**config.mk**
```make
export PLATFORM = sky130hd
export DESIGN_NAME = inverse_piecewise_linear_lut
export DESIGN_NICKNAME = d
export VERILOG_FILES = /design/src/hdl/iplut_pkg.sv /design/src/hdl/iplut_div.sv /design/src/hdl/iplut_cfg.sv /design/src/hdl/inverse_piecewise_linear_lut.sv
export SDC_FILE = /design/constraint.sdc
export NUM_CORES = 2
export LEC_CHECK = 0
export BUFFER_PORTS_ARGS = -buffer_cell sky130_fd_sc_hd__buf_2
export CORE_AREA = 2 2 257 259
export CTS_BUF_LIST = sky130_fd_sc_hd__clkbuf_16
export DETAILED_ROUTE_END_ITERATION = 7
export DIE_AREA = 0 0 259 261
export HOLD_SLACK_MARGIN = 0.12
export PLACE_DENSITY = 0.91
export SLEW_MARGIN = 5
export SYNTH_ARGS = -nofsm -noshare
export SYNTH_HDL_FRONTEND = slang
export SYNTH_HIERARCHICAL = 1
export SYNTH_SLANG_ARGS = --single-unit
```
**constraint.sdc**
```tcl
create_clock -name clk -period 17.7 [get_ports clk]
set_clock_uncertainty 0.15 [all_clocks]
set_input_delay 1.77 -clock clk [delete_from_list [all_inputs] [get_ports clk]]
set_output_delay 1.77 -clock clk [all_outputs]
set_load 0.02 [all_outputs]
```
**src/hdl/iplut_pkg.sv**
```systemverilog
// ---------------------------------------------------------------------------
// iplut_pkg
// Shared types, widths and register codes of the inverse lookup block.
// ---------------------------------------------------------------------------
package iplut_pkg;

  // Default table depth.
  localparam int MAX_POINTS_DEF = 8;

  // Field widths.
  localparam int DISP_W     = 24;
  localparam int RAW_W      = 16;
  localparam int PT_OUT_W   = 16;
  localparam int CFG_IDX_W  = 3;
  localparam int CFG_DATA_W = 64;
  localparam int COUNT_W    = 4;
  localparam int NUM_PAIRS  = 4;

  // Divider widths: numerator 2*t*m + D, divisor 2*D, quotient below 2^16.
  localparam int NUM_W = 41;
  localparam int DEN_W = 25;
  localparam int QUO_W = 16;

  // Configuration register indexes.
  localparam logic [CFG_IDX_W-1:0] REG_POINT_COUNT = 3'd0;
  localparam logic [CFG_IDX_W-1:0] REG_PAIR_A      = 3'd1;
  localparam logic [CFG_IDX_W-1:0] REG_PAIR_B      = 3'd2;
  localparam logic [CFG_IDX_W-1:0] REG_PAIR_C      = 3'd3;
  localparam logic [CFG_IDX_W-1:0] REG_PAIR_D      = 3'd4;

  // One table point.
  typedef struct packed {
    logic signed [PT_OUT_W-1:0] out;
    logic [RAW_W-1:0]           raw;
  } point_t;

endpackage

```
**src/hdl/iplut_div.sv**
```systemverilog
// ---------------------------------------------------------------------------
// iplut_div
// Restoring shift-subtract divider, one quotient bit per cycle.
// ---------------------------------------------------------------------------
module iplut_div (
  input  logic                        clk,
  input  logic                        rst_n,
  input  logic                        start,
  input  logic [iplut_pkg::NUM_W-1:0] num,
  input  logic [iplut_pkg::DEN_W-1:0] den,
  output logic                        done,
  output logic [iplut_pkg::QUO_W-1:0] quo
);

  localparam int QW   = iplut_pkg::QUO_W;
  localparam int DW   = iplut_pkg::DEN_W;
  localparam int CNTW = $clog2(QW);

  logic [DW-1:0]   rem_r, rem_nxt;
  logic [QW-1:0]   quo_r, quo_nxt;
  logic [DW-1:0]   den_r, den_nxt;
  logic [CNTW-1:0] cnt_r, cnt_nxt;
  logic            busy_r, busy_nxt;
  logic            done_r, done_nxt;
  logic [DW:0]     trial;

  // One compare-subtract step on the partial remainder.
  assign trial = {rem_r, quo_r[QW-1]} - {1'b0, den_r};

  always_comb begin
    rem_nxt  = rem_r;
    quo_nxt  = quo_r;
    den_nxt  = den_r;
    cnt_nxt  = cnt_r;
    busy_nxt = busy_r;
    done_nxt = 1'b0;
    if (start) begin
      // The upper numerator bits are already below the divisor.
      rem_nxt  = num[iplut_pkg::NUM_W-1:QW];
      quo_nxt  = num[QW-1:0];
      den_nxt  = den;
      cnt_nxt  = '0;
      busy_nxt = 1'b1;
    end else if (busy_r) begin
      if (trial[DW]) begin
        rem_nxt = {rem_r[DW-2:0], quo_r[QW-1]};
      end else begin
        rem_nxt = trial[DW-1:0];
      end
      quo_nxt = {quo_r[QW-2:0], ~trial[DW]};
      cnt_nxt = cnt_r + 1'b1;
      if (cnt_r == CNTW'(QW - 1)) begin
        busy_nxt = 1'b0;
        done_nxt = 1'b1;
      end
    end
  end

  always_ff @(posedge clk) begin
    if (!rst_n) begin
      busy_r <= 1'b0;
      done_r <= 1'b0;
      cnt_r  <= '0;
    end else begin
      busy_r <= busy_nxt;
      done_r <= done_nxt;
      cnt_r  <= cnt_nxt;
    end
    rem_r <= rem_nxt;
    quo_r <= quo_nxt;
    den_r <= den_nxt;
  end

  assign done = done_r;
  assign quo  = quo_r;

endmodule

```
**src/hdl/iplut_cfg.sv**
```systemverilog
// ---------------------------------------------------------------------------
// iplut_cfg
// Configuration registers, point count clamp and table point read port.
// ---------------------------------------------------------------------------
module iplut_cfg #(
  parameter int MAX_POINTS = iplut_pkg::MAX_POINTS_DEF,
  parameter int IDX_W      = $clog2(MAX_POINTS)
) (
  input  logic                             clk,
  input  logic                             rst_n,
  input  logic                             cfg_valid,
  output logic                             cfg_ready,
  input  logic [iplut_pkg::CFG_IDX_W-1:0]  cfg_index,
  input  logic [iplut_pkg::CFG_DATA_W-1:0] cfg_data,
  input  logic [IDX_W-1:0]                 rd_idx,
  output iplut_pkg::point_t                rd_pt,
  output iplut_pkg::point_t                first_pt,
  output logic [IDX_W-1:0]                 last_idx
);

  localparam int CW = iplut_pkg::COUNT_W;

  logic [CW-1:0]                      count_r;
  logic [iplut_pkg::CFG_DATA_W-1:0]   pair_r [iplut_pkg::NUM_PAIRS];
  iplut_pkg::point_t                  pts [MAX_POINTS];
  logic [CW-1:0]                      used;
  logic [CW-1:0]                      last_w;

  assign cfg_ready = 1'b1;

  // Register writes; an index beyond the list is dropped.
  always_ff @(posedge clk) begin
    if (!rst_n) begin
      count_r   <= CW'(2);
      pair_r[0] <= '0;
      pair_r[1] <= '0;
      pair_r[2] <= '0;
      pair_r[3] <= '0;
    end else if (cfg_valid) begin
      unique case (cfg_index)
        iplut_pkg::REG_POINT_COUNT: count_r   <= cfg_data[CW-1:0];
        iplut_pkg::REG_PAIR_A:      pair_r[0] <= cfg_data;
        iplut_pkg::REG_PAIR_B:      pair_r[1] <= cfg_data;
        iplut_pkg::REG_PAIR_C:      pair_r[2] <= cfg_data;
        iplut_pkg::REG_PAIR_D:      pair_r[3] <= cfg_data;
        default: ;
      endcase
    end
  end

  // Unpack the points held in the pair registers.
  for (genvar g = 0; g < MAX_POINTS; g++) begin : g_pts
    assign pts[g].raw = pair_r[g/2][(g%2)*32 +: iplut_pkg::RAW_W];
    assign pts[g].out = $signed(pair_r[g/2][(g%2)*32+16 +: iplut_pkg::PT_OUT_W]);
  end

  // Count below two acts as two, above the depth as the depth.
  always_comb begin
    if (count_r < CW'(2)) begin
      used = CW'(2);
    end else if (count_r > CW'(MAX_POINTS)) begin
      used = CW'(MAX_POINTS);
    end else begin
      used = count_r;
    end
    last_w = used - 1'b1;
  end

  assign last_idx = last_w[IDX_W-1:0];
  assign rd_pt    = pts[rd_idx];
  assign first_pt = pts[0];

endmodule

```
**src/hdl/inverse_piecewise_linear_lut.sv**
```systemverilog
// ---------------------------------------------------------------------------
// inverse_piecewise_linear_lut
// Inverts a configured piecewise-linear table: display value in, raw value out.
// ---------------------------------------------------------------------------
// Usage:
//   The input channel (in_*) carries one signed Q16.8 display value per item.
//   The result channel (out_*) returns the raw value in out_tdata and the
//   clamp flag in out_tuser, one result item per input item, in order.
//   The table is to be written through the cfg_* port only while the block
//   is idle; the block does not enforce this, and cfg_ready is always high.
// Sequence:
//   An accepted item passes LAST (read the last point) and ENDS (check the
//   table ends); an item at or beyond a table end then goes to FIN. Else SRCH
//   scans k segments, one per cycle, with k from 1 to MAX_POINTS-1; a flat
//   segment or a value that no segment holds goes to FIN, an interpolated
//   item passes MUL, START and DIV, the one-bit-per-cycle divider, first.
//   One item is in work at a time; in_tready is high only while idle.
// Reset and stall:
//   Reset empties the result register, returns the sequencer to idle and
//   loads the register defaults (two points, all zero). A finished result
//   waits in the output register while the next item is accepted; a second
//   result then waits in the sequencer until the first one is taken.
// ---------------------------------------------------------------------------
module inverse_piecewise_linear_lut #(
  parameter int MAX_POINTS = iplut_pkg::MAX_POINTS_DEF
) (
  input  logic                             clk,
  input  logic                             rst_n,
  // Input item: [23:0] display_value
  input  logic                             in_tvalid,
  output logic                             in_tready,
  input  logic [23:0]                      in_tdata,
  // Result item: [15:0] raw_value
  output logic                             out_tvalid,
  input  logic                             out_tready,
  output logic [15:0]                      out_tdata,
  // Result flag: [0] clamped
  output logic                             out_tuser,
  // Configuration write channel
  input  logic                             cfg_valid,
  output logic                             cfg_ready,
  input  logic [iplut_pkg::CFG_IDX_W-1:0]  cfg_index,
  input  logic [iplut_pkg::CFG_DATA_W-1:0] cfg_data
);

  localparam int IDX_W = $clog2(MAX_POINTS);
  localparam int DW    = iplut_pkg::DISP_W;
  localparam int RW    = iplut_pkg::RAW_W;
  localparam int OW    = iplut_pkg::PT_OUT_W;

  // Sequencer states.
  localparam logic [2:0] ST_IDLE  = 3'd0;
  localparam logic [2:0] ST_LAST  = 3'd1;
  localparam logic [2:0] ST_ENDS  = 3'd2;
  localparam logic [2:0] ST_SRCH  = 3'd3;
  localparam logic [2:0] ST_MUL   = 3'd4;
  localparam logic [2:0] ST_START = 3'd5;
  localparam logic [2:0] ST_DIV   = 3'd6;
  localparam logic [2:0] ST_FIN   = 3'd7;

  logic [2:0]             state_r, state_nxt;
  logic signed [DW-1:0]   d_r, d_nxt;
  iplut_pkg::point_t      last_pt_r, last_pt_nxt;
  iplut_pkg::point_t      lo_pt_r, lo_pt_nxt;
  logic [IDX_W-1:0]       seg_r, seg_nxt;
  logic [DW-1:0]          t_r, t_nxt;
  logic [RW-1:0]          m_r, m_nxt;
  logic [DW-1:0]          den_r, den_nxt;
  logic                   neg_r, neg_nxt;
  logic [39:0]            prod_r, prod_nxt;
  logic [RW-1:0]          res_raw_r, res_raw_nxt;
  logic                   res_clamp_r, res_clamp_nxt;
  logic                   out_valid_r, out_valid_nxt;
  logic [RW-1:0]          out_raw_r, out_raw_nxt;
  logic                   out_clamp_r, out_clamp_nxt;

  logic [IDX_W-1:0]       rd_idx;
  logic [IDX_W-1:0]       hi_idx;
  logic [IDX_W-1:0]       last_idx;
  iplut_pkg::point_t      rd_pt;
  iplut_pkg::point_t      first_pt;

  logic signed [DW-1:0]   first_o;
  logic signed [DW-1:0]   last_o;
  logic signed [DW-1:0]   olo;
  logic signed [DW-1:0]   ohi;
  logic                   asc;
  logic                   below_first;
  logic                   beyond_last;
  logic                   hit;
  logic signed [DW:0]     diff;
  logic [DW:0]            diff_abs;
  logic signed [OW:0]     dout;
  logic [OW:0]            dout_abs;
  logic signed [RW:0]     draw;
  logic [RW:0]            draw_abs;
  logic                   div_start;
  logic [iplut_pkg::NUM_W-1:0] div_num;
  logic [iplut_pkg::DEN_W-1:0] div_den;
  logic                   div_done;
  logic [iplut_pkg::QUO_W-1:0] div_quo;
  logic                   out_free;

  // Register file and point read port.
  iplut_cfg #(
    .MAX_POINTS (MAX_POINTS),
    .IDX_W      (IDX_W)
  ) u_cfg (
    .clk       (clk),
    .rst_n     (rst_n),
    .cfg_valid (cfg_valid),
    .cfg_ready (cfg_ready),
    .cfg_index (cfg_index),
    .cfg_data  (cfg_data),
    .rd_idx    (rd_idx),
    .rd_pt     (rd_pt),
    .first_pt  (first_pt),
    .last_idx  (last_idx)
  );

  // Divider for the interpolation.
  iplut_div u_div (
    .clk   (clk),
    .rst_n (rst_n),
    .start (div_start),
    .num   (div_num),
    .den   (div_den),
    .done  (div_done),
    .quo   (div_quo)
  );

  // The read port serves the last point first, then the segment upper ends.
  assign hi_idx = seg_r + 1'b1;
  assign rd_idx = (state_r == ST_LAST) ? last_idx : hi_idx;

  // Point outputs scaled to Q16.8 and the table direction.
  assign first_o = $signed({first_pt.out, 8'h00});
  assign last_o  = $signed({last_pt_r.out, 8'h00});
  assign olo     = $signed({lo_pt_r.out, 8'h00});
  assign ohi     = $signed({rd_pt.out, 8'h00});
  assign asc     = $signed(last_pt_r.out) >= $signed(first_pt.out);

  assign below_first = asc ? (d_r <= first_o) : (d_r >= first_o);
  assign beyond_last = asc ? (d_r >= last_o) : (d_r <= last_o);
  assign hit = asc ? ((d_r >= olo) && (d_r <= ohi)) : ((d_r <= olo) && (d_r >= ohi));

  // Segment terms: offset into the segment, its height and its raw span.
  assign diff     = {d_r[DW-1], d_r} - {olo[DW-1], olo};
  assign diff_abs = diff[DW] ? (~diff + 1'b1) : diff;
  assign dout     = {rd_pt.out[OW-1], rd_pt.out} - {lo_pt_r.out[OW-1], lo_pt_r.out};
  assign dout_abs = dout[OW] ? (~dout + 1'b1) : dout;
  assign draw     = {1'b0, rd_pt.raw} - {1'b0, lo_pt_r.raw};
  assign draw_abs = draw[RW] ? (~draw + 1'b1) : draw;

  // Rounded quotient: floor((2*t*m + D - neg) / (2*D)).
  assign div_start = (state_r == ST_START);
  assign div_num   = {prod_r, 1'b0} + {17'b0, den_r} - {40'b0, neg_r};
  assign div_den   = {den_r, 1'b0};

  assign out_free = !out_valid_r || out_tready;

  // Sequencer.
  always_comb begin
    state_nxt     = state_r;
    d_nxt         = d_r;
    last_pt_nxt   = last_pt_r;
    lo_pt_nxt     = lo_pt_r;
    seg_nxt       = seg_r;
    t_nxt         = t_r;
    m_nxt         = m_r;
    den_nxt       = den_r;
    neg_nxt       = neg_r;
    prod_nxt      = prod_r;
    res_raw_nxt   = res_raw_r;
    res_clamp_nxt = res_clamp_r;
    unique case (state_r)
      ST_IDLE: begin
        if (in_tvalid) begin
          d_nxt     = $signed(in_tdata);
          state_nxt = ST_LAST;
        end
      end
      ST_LAST: begin
        last_pt_nxt = rd_pt;
        state_nxt   = ST_ENDS;
      end
      ST_ENDS: begin
        res_clamp_nxt = 1'b0;
        res_raw_nxt   = last_pt_r.raw;
        lo_pt_nxt     = first_pt;
        seg_nxt       = '0;
        if (below_first) begin
          res_raw_nxt   = first_pt.raw;
          res_clamp_nxt = (d_r != first_o);
          state_nxt     = ST_FIN;
        end else if (beyond_last) begin
          res_clamp_nxt = (d_r != last_o);
          state_nxt     = ST_FIN;
        end else begin
          state_nxt = ST_SRCH;
        end
      end
      ST_SRCH: begin
        if (hit) begin
          res_raw_nxt = lo_pt_r.raw;
          t_nxt       = diff_abs[DW-1:0];
          m_nxt       = draw_abs[RW-1:0];
          neg_nxt     = draw[RW];
          den_nxt     = {dout_abs[OW-1:0], 8'h00};
          // A flat segment returns its lower raw value.
          state_nxt   = (dout == '0) ? ST_FIN : ST_MUL;
        end else if (hi_idx == last_idx) begin
          // No segment holds the value: keep the last raw value.
          state_nxt = ST_FIN;
        end else begin
          lo_pt_nxt = rd_pt;
          seg_nxt   = hi_idx;
        end
      end
      ST_MUL: begin
        prod_nxt  = t_r * m_r;
        state_nxt = ST_START;
      end
      ST_START: begin
        state_nxt = ST_DIV;
      end
      ST_DIV: begin
        if (div_done) begin
          res_raw_nxt = neg_r ? (res_raw_r - div_quo) : (res_raw_r + div_quo);
          state_nxt   = ST_FIN;
        end
      end
      ST_FIN: begin
        if (out_free) begin
          state_nxt = ST_IDLE;
        end
      end
      default: state_nxt = ST_IDLE;
    endcase
  end

  // Output register between the sequencer and the receiver.
  always_comb begin
    out_valid_nxt = out_valid_r;
    out_raw_nxt   = out_raw_r;
    out_clamp_nxt = out_clamp_r;
    if (out_valid_r && out_tready) begin
      out_valid_nxt = 1'b0;
    end
    if ((state_r == ST_FIN) && out_free) begin
      out_valid_nxt = 1'b1;
      out_raw_nxt   = res_raw_r;
      out_clamp_nxt = res_clamp_r;
    end
  end

  always_ff @(posedge clk) begin
    if (!rst_n) begin
      state_r     <= ST_IDLE;
      out_valid_r <= 1'b0;
    end else begin
      state_r     <= state_nxt;
      out_valid_r <= out_valid_nxt;
    end
    d_r         <= d_nxt;
    last_pt_r   <= last_pt_nxt;
    lo_pt_r     <= lo_pt_nxt;
    seg_r       <= seg_nxt;
    t_r         <= t_nxt;
    m_r         <= m_nxt;
    den_r       <= den_nxt;
    neg_r       <= neg_nxt;
    prod_r      <= prod_nxt;
    res_raw_r   <= res_raw_nxt;
    res_clamp_r <= res_clamp_nxt;
    out_raw_r   <= out_raw_nxt;
    out_clamp_r <= out_clamp_nxt;
  end

  assign in_tready  = (state_r == ST_IDLE);
  assign out_tvalid = out_valid_r;
  assign out_tdata  = out_raw_r;
  assign out_tuser  = out_clamp_r;

endmodule

```
==> flow_summary.yaml <==
clock_tree:
  cts.htree.levels: 2
  clock-sinks: 558
  clock_latency_ns: 0.62
  cts_buffer_depth: 3
  cts-resized-gates: 0
  cts_tree: "yes"
  cts_made_buffers: 57
  hold_buffers: 0
  path_clk_slew_ns: 0.06
  postCtsSetupRepairBufs: 0
  cts_root_buf: "clkbuf_16"
setup_path:
  cp_slowest_cell: "buf_4"
  critPathBufInv: 4
  crit_end: "state_r[0]"
  cp_cell_sequence: "nor3b_2 > buf_4 > nand2_1 > o21ai_4 > buf_4 > mux4_2 > mux2_2 > inv_1 > ha_1 > inv_1 > fa_1 > a211oi_1 > o21bai_1 > a311o_1 > nor3_1 > a21oi_1 > nor4_1 > nor3b_1 > a41oi_1 > nor2_1 > o21a_1"
  r2r_start: "state_r[0]"
  reg2regPathDepth: 21
  crit_type: "reg2reg"
  cp.required_ns: 18.12
  arrival_ns: 7.99
  cpPeakStageDelay_ns: 0.79
  crit_family: "simple AND/OR/NAND/NOR gates"
  regToRegSetupSlack_ns: 10.13
  crit_cells: 21
  cp_max_fo: 41
  critPathCaptureType: "register"
  worstSetupStartpoint: "state_r[0]"
  startpoint_type: "register"
  r2r_end: "state_r[0]"
routing:
  routed_wl_microns: 110800
  wl_met1_microns: 40450
  vias: 31955
  drt_pass1_iterations: 8
  dr_wl_met2_microns: 53600
  drt_iter0_drc: 3269
  vias_per_cell: 6.233
  drt-wirelength-per-cell_microns: 21.62
  final_antenna_net_count: 0
  routed.top_layer: "met5"
  drc: 1
  wl_met3_microns: 9773
global_route:
  grt_first_pass_wirelength_microns: 177200
  grt_usage_pct: 33.59
  antenna_found_initial: 1
  grt_max_degree: 80
  grt-ovfl-total: 0
  grt_pass1_vias: 33223
synthesis:
  synth_fa_ha_area_share_pct: 22.98
  syn_avg_cell_area_sq_um: 10.72
  ys.flop_type: "edfxtp_1"
  synth_compound_area_share_pct: 8.618
  synthArstFlopShare_pct: 0
  syn-instance-count: 4189
  synth-seq-cells: 558
  synthMuxAreaShare_pct: 5.824
  yosysWarnings: 6
  synthXorXnorAreaFrac_pct: 4.390
  synthSimpleGateAreaFrac_pct: 14.13
  synth_top_family_by_area: "adder cells"
  syn_area_sq_um: 44920
  yosysSeqAreaShare_pct: 36.99
  synth_edf_count: 544
  ys_types: 100
timing:
  hold_slack_ns: 0.2962
  fmax_ghz: 0.1321
  period_share_pct: 42.78
  slew_viol_final: 0
  finalCriticalPeriod_ns: 7.571
  finalHoldViolations: 0
  tightest_slew_ns: 1.221
  relSlewSlack_pct: 18.35
  fin_tns_setup_ns: 0
  rsz0062_at_grt: "false"
  setup_viol: 0
final_layout:
  fin_cells: 5127
  drive_above_1_share_pct: 8.914
  n_antenna_cell: 0
  area_growth_pct: 6.337
  fillerInstances: 4067
  fin_nets: 4950
placement:
  dp_cells: 5021
  hpwl_microns: 80420
  finalWeightedCongestion: 0.9817
  portBuffers: 114
die:
  row_count: 94
  initial_core_util_pct: 69.07
  die-area_sq_um: 67600
  die_w_microns: 259
  ios: 116
  core_sq_um: 65040
  die_h_microns: 261
outcome:
  failed_checks: "DRC"
  status: "finished with violations"
hold_path:
  min-delay-start: "res_clamp_r"
  hold_path.class: "reg2reg"
job:
  max_cap_violations: 0
==> cell families (layout without fill, tap and decap cells) <==
group                    Yosys count  in the layout
buffers and inverters            785            851
flip-flops                       558            558
multiplexers                     164            164
other                              2             10
AND/OR/NAND/NOR                 1218           1218
AO/OA/AOI/OAI                    601            601
adder cells (fa/ha/maj)          638            638
XOR/XNOR                         223            223
==> area by class of cell <==
class / instances / area (sq um) / area share, %
repair buffers: 143 / 788.3 / 1.650
clock buffers: 57 / 1426 / 2.986
flip-flops and latches: 558 / 16620 / 34.79
inverters: 602 / 2260 / 4.731
well taps: 864 / 1081 / 2.263
clock inverters: 49 / 307.8 / 0.6444
multi-input cells: 2854 / 25290 / 52.94
==> how the worst min path moves through the flow <==
| stage | end | slack, ns | depth (start not counted) |
|---|---|---|---|
| 6_report | out_tuser | 0.30 | 0 |
| 5_1_grt | out_tuser | 0.30 | 0 |
| 4_1_cts | out_tuser | 0.29 | 0 |
| 3_5_place_dp | out_tuser | 0.28 | 0 |
| 3_3_place_gp | out_tuser | 0.25 | 0 |
| 2_1_floorplan | out_tuser | 0.25 | 0 |
==> stage by stage <==
stage | setup slack (ns) | area (sq um) | util, %
detailed placement | 10.37 | 46030 | 70.78
CTS | 10.25 | 47770 | 73.44
floorplan | 8.020 | 44950 | -
global route | 9.714 | 47770 | 73.44
finish | 10.13 | 47770 | 73.44
global placement | 10.70 | 46030 | 70.78
==> Yosys cell counts, types with 16 or more instances <==
library cell,count,area (sq um)
buf_4,33,247.7
o21a_1,30,225.2
clkbuf_1,128,480.5
nand4_1,27,168.9
inv_1,602,2260
o21ai_0,123,615.6
fa_1,312,6246
and3_1,18,112.6
mux4_1,21,551.8
edfxtp_1,544,16340
nand3_1,42,210.2
o21ai_1,16,80.08
a21oi_1,172,860.8
xor2_1,70,613.1
nor2_1,125,469.2
ha_1,326,4079
and2_1,436,2728
mux4_2,43,968.4
o211ai_1,16,120.1
xnor2_1,152,1331
a211oi_1,21,157.7
nor2b_1,30,187.7
nor3_1,37,185.2
nand2b_1,21,131.4
a21o_1,70,525.5
mux2_2,44,495.5
a31oi_1,24,150.1
mux2i_1,48,480.5
nand2_1,409,1535
==> registers in the layout, summed over array words and instances, names as in the netlist, 24 cells and up <==
signal	flops
t_r	24
d_r	24
u_div/rem_r	25
prod_r	40
lo_pt_r	32
u_cfg/pair_r	256
u_div/den_r	25
==> per-layer routing <==
metal  global-route usage [%]  vias to the layer above
met3                    5.759                      453
met5                        0                        -
met1                    41.20                    15544
met2                    56.71                     1763
met4                    19.19                        2
li1                         -                    14193
==> cells in the final DEF (no fill, tap or decap), drive strengths merged, types with 21 or more instances in the layout <==
cell type	instances
nand3	42
a31oi	25
o21ai	140
a211oi	23
xnor2	152
nor2	127
fa	312
o21a	30
nand2	410
buf	143
clkinv	28
nor3	39
nand2b	21
mux2	52
a21o	71
nand4	27
nor2b	31
and2	436
a21oi	175
mux2i	48
inv	615
xor2	71
mux4	64
clkbuf	57
edfxtp	544
ha	326
Power is left out: the tool's default activity adds up to more than one toggle a clock period on the data nets, which glitch-free logic cannot reach.
